**src/rtl/core/pct_pkg.sv**
```systemverilog
// Shared types, sizes and operation codes for the pair combination table.
// No dependencies; every other file of the block but pct_ram uses it.
package pct_pkg;

    localparam int TABLE_DEPTH = 512;
    localparam int TABLE_COUNT = 4;

    localparam int KEY_W   = 32;
    localparam int CODE_W  = 21;
    localparam int HALF_W  = 16;
    localparam int FUNC_W  = 2;
    localparam int TABLE_ID_W = 3;
    localparam int ENTRY_W = KEY_W + CODE_W;

    // Index wide enough to hold a fill count up to TABLE_DEPTH inclusive.
    localparam int IDX_W = $clog2(TABLE_DEPTH + 1);
    localparam int TID_W = (TABLE_COUNT > 1) ? $clog2(TABLE_COUNT) : 1;
    localparam int RAM_DEPTH = TABLE_COUNT * TABLE_DEPTH;
    localparam int RAM_AW = $clog2(RAM_DEPTH);

    // One cell per halving step of the lower-bound search.
    localparam int SEARCH_STEPS = $clog2(TABLE_DEPTH + 1);

    localparam logic [FUNC_W-1:0] FUNC_INSERT = 2'd0;
    localparam logic [FUNC_W-1:0] FUNC_LOOKUP = 2'd1;
    localparam logic [FUNC_W-1:0] FUNC_CLEAR  = 2'd2;

    typedef struct packed {
        logic             valid;
        logic [IDX_W-1:0] lo;
        logic [IDX_W-1:0] hi;
    } srch_tok_t;

    typedef struct packed {
        logic             valid;
        logic [IDX_W-1:0] idx;
    } rd_req_t;

    typedef enum logic [2:0] {
        ST_IDLE,
        ST_SEARCH,
        ST_PROBE_RD,
        ST_PROBE,
        ST_SHIFT,
        ST_DONE
    } state_t;

endpackage

```
**src/rtl/core/pct_search_cell.sv**
```systemverilog
// One halving step of the lower-bound search: reads the midpoint, narrows lo/hi.
// Depends on pct_pkg.
module pct_search_cell (
    input  logic                          clk,
    input  logic                          rst_n,
    input  pct_pkg::srch_tok_t            tok_in,
    input  logic [pct_pkg::KEY_W-1:0]     key,
    input  logic [pct_pkg::KEY_W-1:0]     rd_key,
    output pct_pkg::rd_req_t              rd_req,
    output pct_pkg::srch_tok_t            tok_out
);

    logic                        wait_reg;
    logic                        wait_next;
    logic [pct_pkg::IDX_W-1:0]   lo_reg;
    logic [pct_pkg::IDX_W-1:0]   hi_reg;
    logic [pct_pkg::IDX_W-1:0]   mid_reg;
    logic [pct_pkg::IDX_W:0]     mid_sum;
    logic [pct_pkg::IDX_W-1:0]   mid;
    pct_pkg::srch_tok_t          tok_out_reg;
    pct_pkg::srch_tok_t          tok_out_next;

    assign mid_sum = {1'b0, tok_in.lo} + {1'b0, tok_in.hi};
    assign mid     = mid_sum[pct_pkg::IDX_W:1];

    always_comb
    begin
        rd_req.valid = tok_in.valid && (tok_in.lo < tok_in.hi);
        rd_req.idx   = mid;
        wait_next    = rd_req.valid;

        tok_out_next       = tok_in;
        tok_out_next.valid = 1'b0;
        if (wait_reg)
        begin
            tok_out_next.valid = 1'b1;
            if (rd_key < key)
            begin
                tok_out_next.lo = mid_reg + 1'b1;
                tok_out_next.hi = hi_reg;
            end
            else
            begin
                tok_out_next.lo = lo_reg;
                tok_out_next.hi = mid_reg;
            end
        end
        else if (tok_in.valid && !rd_req.valid)
        begin
            // range already empty: pass straight on
            tok_out_next.valid = 1'b1;
        end
    end

    always_ff @(posedge clk or negedge rst_n)
    begin
        if (!rst_n)
        begin
            wait_reg    <= 1'b0;
            tok_out_reg <= '0;
        end
        else
        begin
            wait_reg    <= wait_next;
            tok_out_reg <= tok_out_next;
        end
    end

    always_ff @(posedge clk)
    begin
        if (rd_req.valid)
        begin
            lo_reg  <= tok_in.lo;
            hi_reg  <= tok_in.hi;
            mid_reg <= mid;
        end
    end

    assign tok_out = tok_out_reg;

endmodule

```
**config.mk**
```make
export PLATFORM = sky130hd
export DESIGN_NAME = pct_search_cell
export DESIGN_NICKNAME = d
export VERILOG_FILES = /design/src/rtl/core/pct_pkg.sv /design/src/rtl/core/pct_search_cell.sv
export SDC_FILE = /design/constraint.sdc
export NUM_CORES = 1
export LEC_CHECK = 0
export ABC_AREA = 1
export BUFFER_PORTS_ARGS = -buffer_cell sky130_fd_sc_hd__buf_2
export CAP_MARGIN = 15
export CORE_UTILIZATION = 57
export CTS_BUF_LIST = sky130_fd_sc_hd__clkbuf_8
export DETAILED_ROUTE_END_ITERATION = 7
export PLACE_DENSITY = 0.88
export SKIP_LAST_GASP = 1
export SLEW_MARGIN = 25
export SYNTH_ARGS = -nofsm -noshare
export SYNTH_HDL_FRONTEND = slang
export SYNTH_SLANG_ARGS = --single-unit
```
**constraint.sdc**
```tcl
create_clock -name clk -period 7.6 [get_ports clk]
set_input_delay 0.38 -clock clk [delete_from_list [all_inputs] [get_ports clk]]
set_output_delay 0.38 -clock clk [all_outputs]
set_load 0.01 [all_outputs]
```
==> impl_metrics.py <==
metrics = {
    "status": {
        "status": "finished, final reports clean",
    },
    "cts": {
        "htreeDepth": 2,
        "cts_made_buffers": 5,
        "cts_root_buf": "clkbuf_8",
        "cts.repair.resized": 0,
        "ctsHoldBuffers": 0,
        "cts.clk_slew.worst_paths_ns": 0.09,
        "cts.sinks": 52,
        "insertion_delay_ns": 0.30,
        "cts_tree": "built",
        "postCtsSetupBuffers": 0,
        "ctsLongestPathBuffers": 2,
    },
    "worst_setup_path": {
        "critPathBufInv": 5,
        "critPathCaptureType": "output pin",
        "r2r_end": "tok_out[11]",
        "crit_type": "input port to output pin",
        "cpLargestDelayFamily": "buffers and inverters",
        "cpPeakStageDelay_ns": 0.37,
        "cp.arrival_ns": 2.31,
        "cp.required_ns": 7.22,
        "path_depth": 10,
        "crit_chain": "buf_2 > inv_1 > ha_1 > inv_1 > nor3_1 > o211ai_1 > o2111ai_1 > nor2_2 > buf_4 > buf_2",
        "reg2regPathDepth": 3,
        "reg2reg_slack_ns": 5.87,
        "slowest_stage": "ha_1",
        "r2r-start": "wait_reg",
        "cp_max_fo": 32,
        "startpoint_type": "input port",
    },
    "floorplan": {
        "io_pins": 119,
        "row_count": 28,
        "die_y_um": 82.2,
        "die_area_sq_um": 6750,
        "core_area_sq_um": 6060,
        "die_w_um": 82.2,
        "start_util": 0.604,
    },
    "global_route": {
        "grt.total_usage": 0.265,
        "grt_max_degree": 33,
        "antenna_found_initial": 0,
        "grt_pass1_vias": 3312,
        "grt_pass1_wl_um": 13700,
        "overflow": 0,
    },
    "yosys": {
        "yosysWarnings": 0,
        "synth_seq_cells": 52,
        "synthCells": 449,
        "avgSynthCellArea_sq_um": 8.16,
        "ys_seq_area_frac": 0.396,
        "synthesis.area_sq_um": 3660,
        "mappedNetlistNets": 587,
        "ys_types": 32,
    },
    "cells_and_area": {
        "fill_cells": 456,
        "diodes": 0,
        "layout_commonest_cell": "buf_2",
        "final_cell_mix": "118 x buf_2, 104 x nand2_1, 97 x inv_1",
        "layout-drive-gt1-share": 0.226,
        "syn_to_final_growth_pct": 19.8,
        "final_nets": 703,
        "final_area_sq_um": 4390,
        "largest_register_ffs": 21,
    },
    "route": {
        "routed_wl_um": 8380,
        "post_drt_wl_per_cell_um": 13.1,
        "drt_iter0_drc": 237,
        "antenna_left": 0,
        "via_per_inst": 5.25,
        "route.detailed.drc": 0,
        "vias": 3366,
        "dr.pass1.iters": 5,
    },
    "pwr": {
        "irDropWorstVdd_mv": 0.0978,
        "p_leak_nw": 2.52,
        "power_density_nw_per_um2": 168,
        "power_mw": 0.739,
    },
    "sta": {
        "fmax_ghz": 0.371,
        "slew_viol_final": 0,
        "max-slew-margin-rel": 0.519,
        "rsz0062_at_grt": "no",
        "hold_slack_ns": 0.0329,
        "tightest_slew_ns": 0.721,
        "setup_viol": 0,
        "min_period_ns": 2.69,
        "post-route-period-util": 0.354,
        "setup_tns_ns": 0,
        "finalHoldViolations": 0,
        "skew_ns": 0.00471,
    },
    "job": {
        "cap_violations": 0,
    },
    "placement": {
        "portBuffers": 118,
        "dpl.hpwl_um": 6840,
        "gp_congestion": 0.867,
        "post_dp_cell_area_sq_um": 4300,
    },
    "worst_hold_path": {
        "hold_class": "input port to async pin",
    },
}
==> layer usage <==
layer	GRT usage	routed length, um	vias up
met5	0	0	-
met4	0.100	181	0
met3	0.0374	694	18
met2	0.498	4270	149
met1	0.302	3240	1530
li1	-	-	1669
==> cell usage after synthesis <==
master,n,area [sq um]
o21ai_1,2,10.0
a211oi_1,1,7.51
buf_6,1,11.3
nand3_1,48,240
inv_2,1,3.75
o21ai_0,4,20.0
fa_1,1,20.0
nor3_1,7,35.0
o311ai_0,1,8.76
xor2_1,15,131
nor2_1,17,63.8
buf_2,6,30.0
buf_4,1,7.51
a21boi_0,1,7.51
o31ai_1,2,15.0
nand4_1,3,18.8
ha_1,50,626
xnor2_1,1,8.76
buf_1,1,3.75
a221oi_1,1,8.76
nand2_1,104,390
a21oi_1,22,110
o21bai_1,4,30.0
a31oi_1,1,6.26
or3_1,1,6.26
inv_1,96,360
clkbuf_1,2,7.51
o2111ai_1,1,8.76
dfrtp_1,22,551
edfxtp_1,30,901
o211ai_1,1,7.51
nor4_1,1,6.26
==> how the worst max path moves through the flow <==
stage / startpoint / endpoint / slack (ns)
6_report: tok_in[7] / rd_req[10] / 4.91
5_1_grt: key[9] / tok_out[15] / 4.79
4_1_cts: tok_in[7] / rd_req[10] / 4.96
3_5_place_dp: key[5] / tok_out[6] / 4.79
3_3_place_gp: key[5] / tok_out[3] / 4.89
2_1_floorplan: tok_in[1] / rd_req[10] / 4.44
==> power breakdown <==
| part | switching (mW) | internal [mW] | leakage (nW) |
|---|---|---|---|
| registers | 0.0171 | 0.342 | 0.545 |
| clock network | 0.0858 | 0.0626 | 0.0430 |
| logic | 0.139 | 0.0926 | 1.94 |
==> final cells by class <==
type | instances | area, sq um | share of cell area
Clock buffer | 5 | 68.8 | 0.0157
Inverter | 97 | 364 | 0.0830
Tap cell | 75 | 93.8 | 0.0214
Clock inverter | 3 | 15.0 | 0.00342
Multi-Input combinational cell | 289 | 1790 | 0.408
Sequential cell | 52 | 1450 | 0.331
Timing Repair Buffer | 120 | 606 | 0.138
==> cells by family (layout without fill, tap and decap cells) <==
| group | count (synthesis) | count (layout) | share of synthesized area |
|---|---|---|---|
| fa+ha+maj | 51 | 51 | 0.176 |
| simple gates | 181 | 181 | 0.208 |
| buf+inv | 108 | 225 | 0.116 |
| flops | 52 | 52 | 0.396 |
| compound gates | 41 | 41 | 0.0656 |
| xor+xnor | 16 | 16 | 0.0383 |
==> metrics by stage <==
stage	worst slack, ns	std cells	util
2_1_floorplan	4.44	449	-
3_3_place_gp	4.89	633	0.710
3_5_place_dp	4.79	633	0.710
4_1_cts	4.96	641	0.724
5_1_grt	4.79	641	0.724
6_report	4.91	641	0.724
Power figures use the tool's default switching activity.
